File: src/hdl/alrc_pkg.sv
// ----------------------------------------------------------------------------
// alrc_pkg
// Shared types and constants for the left-to-right calculator core.
// ----------------------------------------------------------------------------
package alrc_pkg;

  // Default accumulator width and fixed result port width
  localparam int VALUE_WIDTH_DEF = 32;
  localparam int OUT_W           = 32;

  // Character codes that the parser recognizes
  localparam logic [7:0] CH_ZERO  = 8'h30;
  localparam logic [7:0] CH_NINE  = 8'h39;
  localparam logic [7:0] CH_PLUS  = 8'h2B;
  localparam logic [7:0] CH_MINUS = 8'h2D;
  localparam logic [7:0] CH_STAR  = 8'h2A;
  localparam logic [7:0] CH_SLASH = 8'h2F;

  // Operator codes
  typedef enum logic [1:0] {
    OP_ADD = 2'd0,
    OP_SUB = 2'd1,
    OP_MUL = 2'd2,
    OP_DIV = 2'd3
  } op_t;

  // Line status codes
  typedef enum logic [1:0] {
    ST_OK      = 2'd0,
    ST_EMPTY   = 2'd1,
    ST_MISSING = 2'd2,
    ST_DIVZERO = 2'd3
  } status_t;

  // Sequencer states
  typedef enum logic [1:0] {
    S_IDLE,
    S_BUSY,
    S_EMIT
  } state_t;

  // Request to the shared multiply/divide unit
  typedef struct packed {
    logic start;
    logic is_div;
  } unit_ctl_t;

endpackage

File: src/hdl/ascii_left_to_right_calculator_core.sv
// ----------------------------------------------------------------------------
// ascii_left_to_right_calculator_core
// Evaluates a line of ASCII characters left to right on a signed accumulator.
// ----------------------------------------------------------------------------
// Usage:
//   Input requests carry char_code and end_of_line on in_valid/in_stall.
//   Characters other than digits and + - * / are dropped. Each end-of-line
//   request yields exactly one result request (value, status) on
//   out_valid/out_stall; other requests yield none.
//   Timing: a digit, a dropped character, or an operator that closes an add
//   or subtract leaves the core ready for the next request. An operator that
//   closes a multiply or a divide runs the shared bit-serial unit, one
//   quotient or multiplier bit per cycle, and no request is taken until
//   the unit is done.
//   An end-of-line request shows its result in the next cycle, or from the
//   emit state after the unit run when it closes a multiply or divide.
//   The result sits in an output register; further characters are taken
//   while it waits. An end-of-line request is also held off while that
//   register is full and stalled.
//   Reset clears the line state and drops any pending result.
// ----------------------------------------------------------------------------
module ascii_left_to_right_calculator_core #(
  parameter int VALUE_WIDTH = alrc_pkg::VALUE_WIDTH_DEF
) (
  input  logic                               clk,
  input  logic                               rst,
  input  logic                               in_valid,
  output logic                               in_stall,
  input  logic [7:0]                         char_code,
  input  logic                               end_of_line,
  output logic                               out_valid,
  input  logic                               out_stall,
  output logic signed [alrc_pkg::OUT_W-1:0]  value,
  output logic [1:0]                         status
);

  localparam int OW = alrc_pkg::OUT_W;

  // Line state
  logic [VALUE_WIDTH-1:0] acc, acc_next;
  logic [VALUE_WIDTH-1:0] operand, operand_next;
  alrc_pkg::op_t          pend_op, pend_op_next;
  logic                   op_pend, op_pend_next;
  logic                   digit_after, digit_after_next;
  logic                   nonempty, nonempty_next;
  alrc_pkg::status_t      err, err_next;
  alrc_pkg::state_t       state, state_next;
  alrc_pkg::op_t          new_op, new_op_next;
  logic                   saved_eol, saved_eol_next;

  // Output register
  logic                   out_valid_next;
  logic [OW-1:0]          value_reg, value_next;
  alrc_pkg::status_t      status_reg, status_next;

  // Decode and helpers
  logic                   accept;
  logic                   out_free;
  logic                   is_digit;
  logic                   is_op;
  alrc_pkg::op_t          char_op;
  logic [3:0]             digit;
  logic [VALUE_WIDTH-1:0] x10_in;
  logic [VALUE_WIDTH-1:0] x10_out;
  logic [VALUE_WIDTH-1:0] addsub;
  logic [OW+VALUE_WIDTH-1:0] acc_wide;

  alrc_pkg::unit_ctl_t    unit_ctl;
  logic                   unit_done;
  logic [VALUE_WIDTH-1:0] unit_result;

  // Handshake
  assign out_free = !out_valid || !out_stall;
  assign in_stall = (state != alrc_pkg::S_IDLE) || (end_of_line && !out_free);
  assign accept   = in_valid && !in_stall;

  assign value  = value_reg;
  assign status = status_reg;

  // Character decode
  assign is_digit = char_code inside {[alrc_pkg::CH_ZERO : alrc_pkg::CH_NINE]};
  assign digit    = 4'(char_code - alrc_pkg::CH_ZERO);

  always_comb begin
    is_op   = 1'b1;
    char_op = alrc_pkg::OP_ADD;
    case (char_code)
      alrc_pkg::CH_PLUS:  char_op = alrc_pkg::OP_ADD;
      alrc_pkg::CH_MINUS: char_op = alrc_pkg::OP_SUB;
      alrc_pkg::CH_STAR:  char_op = alrc_pkg::OP_MUL;
      alrc_pkg::CH_SLASH: char_op = alrc_pkg::OP_DIV;
      default:            is_op   = 1'b0;
    endcase
  end

  // Decimal accumulate: x*10 + d as two shifted adds
  assign x10_in  = op_pend ? operand : acc;
  assign x10_out = {x10_in[VALUE_WIDTH-4:0], 3'b000} + {x10_in[VALUE_WIDTH-2:0], 1'b0}
                   + {{(VALUE_WIDTH-4){1'b0}}, digit};

  // Add or subtract the pending operand
  assign addsub = (pend_op == alrc_pkg::OP_SUB) ? (acc - operand) : (acc + operand);

  // Low result bits, zero padded when the accumulator is narrow
  assign acc_wide = {{OW{1'b0}}, acc};

  alrc_arith_unit #(
    .VALUE_WIDTH(VALUE_WIDTH)
  ) u_arith (
    .clk    (clk),
    .rst    (rst),
    .ctl    (unit_ctl),
    .a      (acc),
    .b      (operand),
    .done   (unit_done),
    .result (unit_result)
  );

  // Next state
  always_comb begin
    state_next = state;
    case (state)
      alrc_pkg::S_IDLE: begin
        if (unit_ctl.start) begin
          state_next = alrc_pkg::S_BUSY;
        end
      end
      alrc_pkg::S_BUSY: begin
        if (unit_done) begin
          state_next = saved_eol ? alrc_pkg::S_EMIT : alrc_pkg::S_IDLE;
        end
      end
      alrc_pkg::S_EMIT: begin
        if (out_free) begin
          state_next = alrc_pkg::S_IDLE;
        end
      end
      default: state_next = alrc_pkg::S_IDLE;
    endcase
  end

  // Datapath and output register updates
  always_comb begin
    logic              clear;
    logic              load_out;
    logic              set_op;
    alrc_pkg::status_t st;
    logic [VALUE_WIDTH-1:0] fin;

    acc_next         = acc;
    operand_next     = operand;
    pend_op_next     = pend_op;
    op_pend_next     = op_pend;
    digit_after_next = digit_after;
    nonempty_next    = nonempty;
    err_next         = err;
    new_op_next      = new_op;
    saved_eol_next   = saved_eol;
    out_valid_next   = out_valid && out_stall;
    value_next       = value_reg;
    status_next      = status_reg;
    unit_ctl.start   = 1'b0;
    unit_ctl.is_div  = (pend_op == alrc_pkg::OP_DIV);
    clear            = 1'b0;
    load_out         = 1'b0;
    set_op           = 1'b0;
    st               = err;
    fin              = acc;

    case (state)
      alrc_pkg::S_IDLE: begin
        if (accept && end_of_line) begin
          // Close the line
          if (st == alrc_pkg::ST_OK) begin
            if (!nonempty) begin
              st = alrc_pkg::ST_EMPTY;
            end else if (op_pend && !digit_after) begin
              st = alrc_pkg::ST_MISSING;
            end else if (op_pend) begin
              case (pend_op)
                alrc_pkg::OP_ADD, alrc_pkg::OP_SUB: fin = addsub;
                alrc_pkg::OP_MUL: unit_ctl.start = 1'b1;
                default: begin
                  if (operand == '0) begin
                    st = alrc_pkg::ST_DIVZERO;
                  end else begin
                    unit_ctl.start = 1'b1;
                  end
                end
              endcase
            end
          end
          if (unit_ctl.start) begin
            saved_eol_next = 1'b1;
          end else begin
            load_out = 1'b1;
            clear    = 1'b1;
          end
        end else if (accept && is_digit) begin
          // Accumulate a digit
          nonempty_next = 1'b1;
          if (err == alrc_pkg::ST_OK) begin
            if (op_pend) begin
              operand_next     = x10_out;
              digit_after_next = 1'b1;
            end else begin
              acc_next = x10_out;
            end
          end
        end else if (accept && is_op) begin
          // Close the operand and open a new operator
          nonempty_next = 1'b1;
          if (err == alrc_pkg::ST_OK) begin
            if (!op_pend) begin
              set_op = 1'b1;
            end else if (!digit_after) begin
              err_next = alrc_pkg::ST_MISSING;
            end else begin
              case (pend_op)
                alrc_pkg::OP_ADD, alrc_pkg::OP_SUB: begin
                  acc_next = addsub;
                  set_op   = 1'b1;
                end
                alrc_pkg::OP_MUL: unit_ctl.start = 1'b1;
                default: begin
                  if (operand == '0) begin
                    err_next = alrc_pkg::ST_DIVZERO;
                  end else begin
                    unit_ctl.start = 1'b1;
                  end
                end
              endcase
            end
            if (unit_ctl.start) begin
              saved_eol_next = 1'b0;
              new_op_next    = char_op;
            end
          end
        end
        if (set_op) begin
          pend_op_next = char_op;
        end
      end
      alrc_pkg::S_BUSY: begin
        // Take the unit result, then open the saved operator unless the line closes
        if (unit_done) begin
          acc_next = unit_result;
          if (!saved_eol) begin
            pend_op_next = new_op;
            set_op       = 1'b1;
          end
        end
      end
      alrc_pkg::S_EMIT: begin
        if (out_free) begin
          st       = alrc_pkg::ST_OK;
          load_out = 1'b1;
          clear    = 1'b1;
        end
      end
      default: ;
    endcase

    if (set_op) begin
      op_pend_next     = 1'b1;
      digit_after_next = 1'b0;
      operand_next     = '0;
    end

    if (load_out) begin
      out_valid_next = 1'b1;
      status_next    = st;
      if (state == alrc_pkg::S_EMIT) begin
        value_next = acc_wide[OW-1:0];
      end else begin
        value_next = (st == alrc_pkg::ST_OK) ?
                     OW'({{OW{1'b0}}, fin}) : '0;
      end
    end

    if (clear) begin
      acc_next         = '0;
      operand_next     = '0;
      pend_op_next     = alrc_pkg::OP_ADD;
      op_pend_next     = 1'b0;
      digit_after_next = 1'b0;
      nonempty_next    = 1'b0;
      err_next         = alrc_pkg::ST_OK;
    end
  end

  // Control registers
  always_ff @(posedge clk) begin
    if (rst) begin
      state       <= alrc_pkg::S_IDLE;
      out_valid   <= 1'b0;
      acc         <= '0;
      operand     <= '0;
      pend_op     <= alrc_pkg::OP_ADD;
      op_pend     <= 1'b0;
      digit_after <= 1'b0;
      nonempty    <= 1'b0;
      err         <= alrc_pkg::ST_OK;
      saved_eol   <= 1'b0;
    end else begin
      state       <= state_next;
      out_valid   <= out_valid_next;
      acc         <= acc_next;
      operand     <= operand_next;
      pend_op     <= pend_op_next;
      op_pend     <= op_pend_next;
      digit_after <= digit_after_next;
      nonempty    <= nonempty_next;
      err         <= err_next;
      saved_eol   <= saved_eol_next;
    end
  end

  // Payload registers
  always_ff @(posedge clk) begin
    new_op     <= new_op_next;
    value_reg  <= value_next;
    status_reg <= status_next;
  end

endmodule

File: src/hdl/alrc_arith_unit.sv
// ----------------------------------------------------------------------------
// alrc_arith_unit
// Bit-serial multiply and signed divide sharing one adder; one bit per cycle.
// ----------------------------------------------------------------------------
module alrc_arith_unit #(
  parameter int VALUE_WIDTH = alrc_pkg::VALUE_WIDTH_DEF
) (
  input  logic                    clk,
  input  logic                    rst,
  input  alrc_pkg::unit_ctl_t     ctl,
  input  logic [VALUE_WIDTH-1:0]  a,
  input  logic [VALUE_WIDTH-1:0]  b,
  output logic                    done,
  output logic [VALUE_WIDTH-1:0]  result
);

  localparam int CW = $clog2(VALUE_WIDTH + 1);

  logic                   busy;
  logic                   is_div;
  logic                   neg;
  logic [CW-1:0]          count;
  logic [VALUE_WIDTH-1:0] x;
  logic [VALUE_WIDTH-1:0] y;
  logic [VALUE_WIDTH-1:0] r;

  logic [VALUE_WIDTH-1:0] t;
  logic [VALUE_WIDTH-1:0] opa;
  logic [VALUE_WIDTH-1:0] opb;
  logic [VALUE_WIDTH:0]   sum;
  logic [VALUE_WIDTH-1:0] mag_a;
  logic [VALUE_WIDTH-1:0] mag_b;

  // Shared adder: add multiplicand, or subtract divisor via inverted operand
  assign t   = {r[VALUE_WIDTH-2:0], y[VALUE_WIDTH-1]};
  assign opa = is_div ? t : r;
  assign opb = is_div ? ~x : x;
  assign sum = {1'b0, opa} + {1'b0, opb} + {{VALUE_WIDTH{1'b0}}, is_div};

  // Magnitudes of the operands for the divide
  assign mag_a = a[VALUE_WIDTH-1] ? -a : a;
  assign mag_b = b[VALUE_WIDTH-1] ? -b : b;

  assign done   = busy && (count == CW'(VALUE_WIDTH));
  assign result = is_div ? (neg ? -y : y) : r;

  // Control: load on start, count steps, drop busy when done
  always_ff @(posedge clk) begin
    if (rst) begin
      busy  <= 1'b0;
      count <= '0;
    end else if (ctl.start) begin
      busy  <= 1'b1;
      count <= '0;
    end else if (done) begin
      busy <= 1'b0;
    end else if (busy) begin
      count <= count + CW'(1);
    end
  end

  // Datapath: one multiplier or quotient bit per cycle
  always_ff @(posedge clk) begin
    if (ctl.start) begin
      is_div <= ctl.is_div;
      neg    <= a[VALUE_WIDTH-1] ^ b[VALUE_WIDTH-1];
      r      <= '0;
      x      <= ctl.is_div ? mag_b : a;
      y      <= ctl.is_div ? mag_a : b;
    end else if (busy && !done) begin
      if (is_div) begin
        if (sum[VALUE_WIDTH]) begin
          r <= sum[VALUE_WIDTH-1:0];
          y <= {y[VALUE_WIDTH-2:0], 1'b1};
        end else begin
          r <= t;
          y <= {y[VALUE_WIDTH-2:0], 1'b0};
        end
      end else begin
        if (y[0]) begin
          r <= sum[VALUE_WIDTH-1:0];
        end
        x <= {x[VALUE_WIDTH-2:0], 1'b0};
        y <= {1'b0, y[VALUE_WIDTH-1:1]};
      end
    end
  end

endmodule

File: config.mk
export PLATFORM = sky130hd
export DESIGN_NAME = ascii_left_to_right_calculator_core
export DESIGN_NICKNAME = d
export VERILOG_FILES = /design/src/hdl/alrc_pkg.sv /design/src/hdl/ascii_left_to_right_calculator_core.sv /design/src/hdl/alrc_arith_unit.sv
export SDC_FILE = /design/constraint.sdc
export NUM_CORES = 1
export LEC_CHECK = 0
export CAP_MARGIN = 10
export CELL_PAD_IN_SITES_DETAIL_PLACEMENT = 0
export CELL_PAD_IN_SITES_GLOBAL_PLACEMENT = 2
export CORE_UTILIZATION = 35
export CTS_CLUSTER_SIZE = 12
export DETAILED_ROUTE_END_ITERATION = 8
export DONT_BUFFER_PORTS = 1
export PLACE_DENSITY_LB_ADDON = 0.1
export SETUP_SLACK_MARGIN = 0.3
export SYNTH_ARGS = -nofsm -noshare
export SYNTH_HDL_FRONTEND = slang
export SYNTH_SLANG_ARGS = --single-unit
File: constraint.sdc
create_clock -name clk -period 4.9 [get_ports clk]
set_input_delay 0.735 -clock clk [delete_from_list [all_inputs] [get_ports clk]]
set_output_delay 0.735 -clock clk [all_outputs]
set_load 0.05 [all_outputs]
---- Word-level counts from Yosys, hierarchy flattened ----
Cells that the tools add are included.
storage, ports and cells
  bits in registers ....................... 216
  bits of input ports ..................... 13
  output and inout bits ................... 36
  logic and storage cells ................. 218
cells by class
  $add $sub $neg .......................... 11
  magnitude comparators ................... 2
  eq/ne operators ......................... 25
  mux-type cells .......................... 106
  bitwise operators ....................... 5
  reductions and logical operators ........ 49
operators by type and width
  operator            count
  $mux 32             36
  $neg 32->32         3
  $add 32x32->32      2
  $pmux 32 s2         1
  $mux 1              45
  $add 32x32->33      1
  $add 33x1->33       1
  $add 32x4->32       1
  $eq 8x6->1 const B  4
  $logic_not 32->1    1
  $mux 2              16
  $not 32->32         1
  $sub 32x32->32      1
  $mux 31             1
  $ne 3x3->1 const B  6
  $reduce_and 6->1    3
  $reduce_bool 2->1   9
  $pmux 2 s3          2
  $logic_and 1x1->1   10
  $ne 2x2->1 const B  5
  $reduce_and 9->1    1
  $ge 8x6->1 const B  1
  $le 8x6->1 const B  1
  $logic_not 2->1     4
  19 further kinds    42

---- Logic depth before layout (Yosys ltp) ----
Gate-level depths: netlist of the first run.
  depth in word-level cells ............... 19
  depth in mapped cells ................... 19
  depth with buffers taken out ............ 18

---- Cells and area by module ----
Synthesis of the first run repeated with hierarchy kept, for this count alone.
second synthesis, totals
  cells, all modules ...................... 2497
  area, all modules ....................... 20079.3 um^2
by module, submodules not included
  module                               instances  cells an instance  area each (um^2)  sequential area each (um^2)
  alrc_arith_unit                      1          1219               10052.1           2762.6
  ascii_left_to_right_calculator_core  1          1278               10027.1           2582.5

---- Worst setup path after synthesis of the first run ----
OpenSTA, ideal clock, no wires.
  path kind ............................... register to register
  start ................................... register u_arith.is_div
  end ..................................... register u_arith.r[11]
  setup time .............................. 0.132 ns
  arrival time ............................ 4.340 ns
  required time ........................... 4.768 ns
  slack ................................... 0.429 ns
  cell stages (with the launch flop) ...... 18
  path buffers ............................ 6
  period minus slack after synthesis ...... 4.471 ns
  cells stage by stage .................... edfxtp_1 > clkbuf_1 > clkbuf_1 > clkbuf_1 > buf_1 > xor2_1 > fa_1 > a21o_1 > a2111oi_1 > and3_1 > or4_1 > a211oi_1 > nor2_1 > buf_2 > buf_1 > nor2_1 > a211oi_1 > nor3_1
between the ends
  longest elaborated chain between the ends .. 5
  elaborated cells between the ends (all ways) .. 9
  those cells by class .................... add/sub (2); mux (5); reduce/logical (2)
ends and longest elaborated chain
  item                        line                                          text
  start, declared             alrc_arith_unit.sv:20                         logic is_div;
  start signal, assigned      alrc_arith_unit.sv:65                         is_div <= ctl.is_div;
  $mux 32 (on tied branches)  alrc_arith_unit.sv:36, alrc_arith_unit.sv:37
  $add 32x32->33              alrc_arith_unit.sv:38                         assign sum = {1'b0, opa} + {1'b0, opb} + {{VALUE_WIDTH{1'b0}}, is_div};
  $add 33x1->33               alrc_arith_unit.sv:38
  $mux 32 (on tied branches)  alrc_arith_unit.sv:80, alrc_arith_unit.sv:72
  $mux 32                     alrc_arith_unit.sv:71                         if (is_div) begin
  end signal, assigned        alrc_arith_unit.sv:73                         r <= sum[VALUE_WIDTH-1:0];
  end signal, assigned        alrc_arith_unit.sv:76                         r <= t;
  end signal, assigned        alrc_arith_unit.sv:81                         r <= sum[VALUE_WIDTH-1:0];
  end, declared               alrc_arith_unit.sv:25                         logic [VALUE_WIDTH-1:0] r;
Several ways; a longest one is shown, not always the timed one. The select of a mux whose other input is x is not followed.
A chain may end at the register's enable or synchronous reset.

---- Worst setup path in the final report of the first run ----
  start ................................... register op_pend
  end ..................................... register operand[31]
between the ends
  longest elaborated chain between the ends .. 10
  elaborated cells between the ends (all ways) .. 22
  those cells by class .................... add/sub (2); mux (17); reduce/logical (3)
ends and longest elaborated chain
  item                                                                     line                                        text
  start, declared                                                          ascii_left_to_right_calculator_core.sv:43   logic op_pend, op_pend_next;
  start signal, assigned                                                   ascii_left_to_right_calculator_core.sv:311  op_pend <= op_pend_next;
  parallel branches: the longest is 10 deep, another holds $add 32x32->32  n/a
  end signal, assigned                                                     ascii_left_to_right_calculator_core.sv:309  operand <= operand_next;
  end, declared                                                            ascii_left_to_right_calculator_core.sv:41   logic [VALUE_WIDTH-1:0] operand, operand_next;
Several ways; the timed one is not identified. The select of a mux whose other input is x is not followed.

==> results.ini, run 1 <==
[synthesis]
synthTopCellsByCount = 324 x nand2_1, 230 x a21oi_1, 225 x o21ai_0
synthAdderAreaFrac = 0.08287
ys_types = 85
syn_nets = 2691
yosys.area_share.simple = 0.1848
ys_ff_latch = 216
synth_top_family_by_area = compound AO/OA/AOI/OAI gates
syn-cell-area_um2 = 19990
synth_top_area_share = 0.1532
synthMuxAreaShare = 0.06316
yosysWarnings = 0
ys_seq_area_frac = 0.2674
synthFlopType = dfxtp_1
synth-compound-area-share = 0.2541
synth_top_cell_by_area = edfxtp_1
syn_area_per_cell_um2 = 7.845
synth_edf_count = 102
yosysMostFrequentCell = nand2_1
postSynthCellCount = 2548
synth.area.top_cells = edfxtp_1 15%, dfxtp_1 11%, ha_1 7.9%
synth_xor_area_frac = 0.09902
async_flop_share = 0

[power_and_ir_drop]
p_per_area_nw_per_um2 = 220.1
irDropWorstVdd_v = 0.0002460
cellLeakagePower_nw = 8.929

[grt]
antenna_found_initial = 1
grt_max_degree = 94
overflow = 0
grt_pass1_vias = 18260
grt.total_usage = 0.2810
grt_pass1_wl_um = 121500

[outcome]
status = complete, no violations

[timing]
skew_ns = 0.04097
hold_slack_ns = 0.1895
fin_crit_sh = 0.9051
final_hold_viol_count = 0
slew_violations = 0
finalSetupViolations = 0
worst_pin_slew_ns = 1.155
tns_ns = 0
rsz0062_at_grt = yes
maxSlewHeadroom = 0.2300
fmax_ghz = 0.2255
period_needed_ns = 4.435

[routing]
drtIter0Drc = 1645
drtAntennaViolNets = 0
drt_wl_total_um = 81650
drcViolationCount = 0
via_per_inst = 5.785
drt_first_pass_iters = 7
wl_per_cell_um = 24.89
num_vias = 18980

[finish]
layout.nets = 2644
area_growth_pct = 11.50
final_layout_size_suffix_gt1_frac = 0.1165
design_area_um2 = 22290
layoutNonFillerInstCount = 3281
fin_util = 0.3953

[setup_path]
start_kind = flip-flop
cp.required_ns = 5.33
crit_arrival_ns = 4.87
cp_slowest_stage_delay_ns = 0.46
cp_max_fo = 36
end_kind = flip-flop
critPathTopFamily = compound AO/OA/AOI/OAI gates
path_class = reg -> reg
crit_top_cell = ha_1
cp_cell_sequence = buf_12 > mux2_2 > ha_1 > ha_1 > nand2_1 > nor2_1 > nand4_1 > o211ai_1 > o21ai_1 > o31a_1 > o21bai_1 > mux2i_1 > o31ai_1
path_buf_inv = 1
critPathSlowestCell = mux2_2

[floorplan]
die_y_um = 241.0
die_x_um = 241.0
dieArea_um2 = 58070
start_util = 0.3545
core_um2 = 56390
rows = 87
io_pins = 49

[placement]
postPlaceCellArea_um2 = 21150
hpwl_um = 62070
routabilityCongestion = 0.9490
portBuffers = 0
dp.cells = 3219

[cts]
cts_root_buffer = clkbuf_16
cts_hold_buf = 0
htreeDepth = 1
clockBufferDepth = 3
cts_tree = built
clkSlewWorstSetupHoldPaths_ns = 0.06
clock-sinks = 216
cts_buffers = 29
clkLatencyLatePin_ns = 0.61

[hold_path]
hold_class = in -> reg

[job]
drv_cap = 0

[power by group]
part	switching [mW]	internal [mW]	leakage, nW
Combinational	0.388	0.266	6.57
Clock	0.930	1.31	0.485
Sequential	0.0901	1.92	1.87
[repair_timing]
action / CTS / global route
resized for setup: 3 / 29
setup buffers: 0 / 7
setup endpoints to repair: 4 / 33
pin swaps: 0 / 5
[layer usage]
metal	vias to the layer above	part of all wire	global-route usage
met5	-	0	0
met4	0	0.028	0.08516
met3	88	0.061	0.03694
met2	543	0.42	0.4109
met1	9147	0.50	0.4219
li1	9201	-	-
[path summary, 6_finish.rpt]
check / startpoint / end / slack [ns] / depth (start not counted)
max: op_pend / operand[31] / 0.47 / 13
min: rst / out_valid / 0.19 / 1
max reg2reg: op_pend / operand[31] / 0.47 / 13
min reg2reg: digit_after / digit_after / 0.52 / 2
[cells in the final DEF, fill, tap and decap left out, types with 50 or more instances in the layout]
master,count
xnor2_1,67
a21oi_1,227
o21ai_0,216
ha_1,126
a21o_1,50
edfxtp_1,102
dfxtp_1,113
nand2_1,322
buf_4,116
xor2_1,159
mux2i_1,62
nor2_1,194
inv_1,50
o211ai_1,58
mux2_2,56
[per-stage QoR]
| step | power (mW) | setup WS, ns |
|---|---|---|
| after global placement | 2.691 | 0.2418 |
| after CTS | 4.938 | 0.2614 |
| after floorplan | 2.501 | 0.4287 |
| after detailed placement | 2.690 | 0.2387 |
| after global routing | 5.088 | 0.2799 |
| final | 4.905 | 0.4651 |
[cells by family after synthesis]
logic type                 after synthesis
AOI/OAI and AO/OA                      814
xor gates and xnor gates               226
adders and majority gates              130
buffers and inverters                  252
DFF                                    216
muxes                                  119
and+or+nand+nor                        791
[cell type report]
cell class	count	area, um2
Sequential cell	216	5346
Inverter	53	198.9
Clock inverter	15	167.7
Timing Repair Buffer	121	970.9
Clock buffer	39	803.3
Fill cell	6021	34100
Multi-Input combinational cell	2080	13850
Antenna cell	1	2.502
Tap cell	756	945.9
Power figures use the tool's default switching activity.
==> run 2: changes to the inputs <==
Settings changed: PLACE_DENSITY set to 0.74, PLACE_DENSITY_LB_ADDON 0.1 to not set.
==> run 2 against run 1 <==
Effect of this change:
- core utilization down 0.087 points
- register-to-register slack worse by 0.04 ns
- clock power down 5%
- wire length down 2.5%
- clock skew down 0.025 ns
- cell count down 0.12%
- global-route usage down 0.95 points
- highest routed layer unchanged
==> results.ini, run 2 (synthesized netlist as in run 1, its figures left out) <==
[outcome]
status = complete, no violations  ; unchanged

[finish]
final_common_cell = nand2_1  ; unchanged
n_fill_cell = 6014  ; was 6,021
layout_common_cells = 322 x nand2_1, 225 x a21oi_1, 219 x o21ai_0  ; was 322 x nand2_1, 227 x a21oi_1, 216 x o21ai_0
final_layout_size_suffix_gt1_frac = 0.1166  ; was 0.1165
register_area_um2 = 5348  ; was 5346 um2
antenna_cells = 0  ; was 1
area_growth_pct = 11.26  ; was 11.50%
multi_input_area_um2 = 13880  ; was 13,850 um2
layout.nets = 2641  ; was 2,644

[power_and_ir_drop]
finalPower_mw = 4.783  ; was 4.905 mW
cellLeakagePower_nw = 8.868  ; was 8.929 nW
p_per_area_nw_per_um2 = 215.1  ; was 220.1 nW/um2
irDropWorstVdd_v = 0.0002558  ; was 0.0002460 V

[floorplan]
io_pins = 49  ; unchanged
core_um2 = 56390  ; unchanged
die_y_um = 241.0  ; unchanged
rows = 87  ; unchanged
dieArea_um2 = 58070  ; unchanged
start_util = 0.3545  ; unchanged
die_x_um = 241.0  ; unchanged

[setup_path]
cp_cell_sequence = nor4_2 > and2_1 > nand4_1 > or4_4 > o31ai_2 > xor2_1 > ha_1 > buf_4 > inv_1 > o21ai_0 > a21oi_1 > and2_1 > o211ai_1 > o21ai_1 > mux2_2 > o21ba_2 > o21ai_0  ; was buf_12 > mux2_2 > ha_1 > ha_1 > nand2_1 > nor2_1 > nand4_1 > o211ai_1 > o21ai_1 > o31a_1 > o21bai_1 > mux2i_1 > o31ai_1
cp_max_fo = 8  ; was 36
cp-startpoint = operand[8]  ; was op_pend
crit_arrival_ns = 4.89  ; was 4.87 ns
worstReg2RegStart = operand[8]  ; was op_pend
start_kind = flip-flop  ; unchanged
cp_slowest_stage_delay_ns = 0.51  ; was 0.46 ns
end_kind = flip-flop  ; unchanged
path_class = reg -> reg  ; unchanged
cp.required_ns = 5.31  ; was 5.33 ns
critPathSlowestCell = or4_4  ; was mux2_2
reg2regPathDepth = 17  ; was 13

[timing]
skew_ns = 0.01603  ; was 0.04097 ns
maxSlewHeadroom = 0.2935  ; was 0.2300
rsz0062_at_grt = yes  ; unchanged
worst_pin_slew_ns = 1.056  ; was 1.155 ns
finalSetupViolations = 0  ; unchanged
hold_slack_ns = 0.2228  ; was 0.1895 ns
final_hold_viol_count = 0  ; unchanged
period_needed_ns = 4.480  ; was 4.435 ns
fmax_ghz = 0.2232  ; was 0.2255 GHz
slew_violations = 0  ; unchanged
fin_crit_sh = 0.9142  ; was 0.9051

[routing]
drt_wl_total_um = 79580  ; was 81,650 um
num_vias = 19200  ; was 18.98k
drtIter0Drc = 1613  ; was 1,645
via_per_inst = 5.859  ; was 5.785
drcViolationCount = 0  ; unchanged
drt_first_pass_iters = 8  ; was 7
wl_per_cell_um = 24.28  ; was 24.89 um
drtAntennaViolNets = 0  ; unchanged

[cts]
clkSlewWorstSetupHoldPaths_ns = 0.06  ; about the same
clockBufferDepth = 3  ; unchanged
cts_hold_buf = 0  ; unchanged
htreeDepth = 1  ; unchanged
cts_root_buffer = clkbuf_16  ; unchanged
cts_buffers = 29  ; unchanged
clkLatencyLatePin_ns = 0.58  ; was 0.61 ns
clock-sinks = 216  ; unchanged
cts_tree = built  ; unchanged

[placement]
routabilityCongestion = 0.9528  ; was 0.9490
hpwl_um = 59950  ; was 62,070 um
portBuffers = 0  ; unchanged

[job]
drv_cap = 0  ; unchanged

[hold_path]
holdPathStages = 1  ; unchanged
hp-start = rst  ; unchanged
hold_class = in -> reg  ; unchanged

[grt]
overflow = 0  ; unchanged
grt.total_usage = 0.2714  ; was 0.2810
grt_pass1_vias = 17890  ; was 18.26k
grt_max_degree = 62  ; was 94
antenna_found_initial = 1  ; unchanged
grt_pass1_wl_um = 118800  ; was 121,500 um

## run 2: routing by layer
layer,global-route usage,up-vias,wire [um]
li1,-,9199,-
met5,0,-,0
met3,0.03866,63,5484
met2,0.4174,687,34630
met1,0.4028,9251,38240
met4,0.04565,0,1226
## run 2: layout make-up
cell class | count | area share
clock buffer | 45 | 0.03809
sequential | 216 | 0.2404
multi-input combinational | 2080 | 0.6240
clock inverter | 9 | 0.003319
tap | 756 | 0.04253
timing repair buffer | 118 | 0.04264
inverter | 53 | 0.008945
## run 2: worst paths after layout
kind	to	slack, ns
worst max-delay path	value[31]	0.42
worst min-delay path	out_valid	0.22
worst max register to register	value[31]	0.42
worst min register to register	digit_after	0.52
## run 2: power by group
part | total [mW] | switching [mW] | internal (mW) | leakage, nW
Clock | 2.12 | 0.883 | 1.23 | 0.449
Sequential | 2.01 | 0.0886 | 1.92 | 1.88
Combinational | 0.655 | 0.387 | 0.268 | 6.54
Total | 4.78 | 1.36 | 3.42 | 8.87
## run 2: repair_timing
action                                  in CTS  in global routing
buffers inserted                             2                  5
endpoints found under the setup margin      13                 22
gates resized for setup                     13                 27
pin swaps                                    3                  4
## run 2: stage by stage
stage,std cells,util,setup TNS (ns),setup slack [ns],area (um2)
floorplan,2548,-,0,0.4287,19990
global placement,3216,0.3745,-0.03992,-0.03992,21120
detailed placement,3216,0.3745,-0.1258,-0.07235,21120
CTS,3272,0.3918,0,0.3011,22090
global route,3277,0.3944,0,0.2767,22240
finish,3277,0.3944,0,0.4203,22240
## run 2: worst max-delay path, delay by kind of cell (launching register included)
family	cells	cell delay, ns
flip-flops	1	0.45
multiplexers	1	0.41
AND/OR/NAND/NOR	5	1.54
buffers and inverters	2	0.22
AO/OA/AOI/OAI	7	1.14
XOR/XNOR	1	0.25
adder cells (fa/ha/maj)	1	0.28
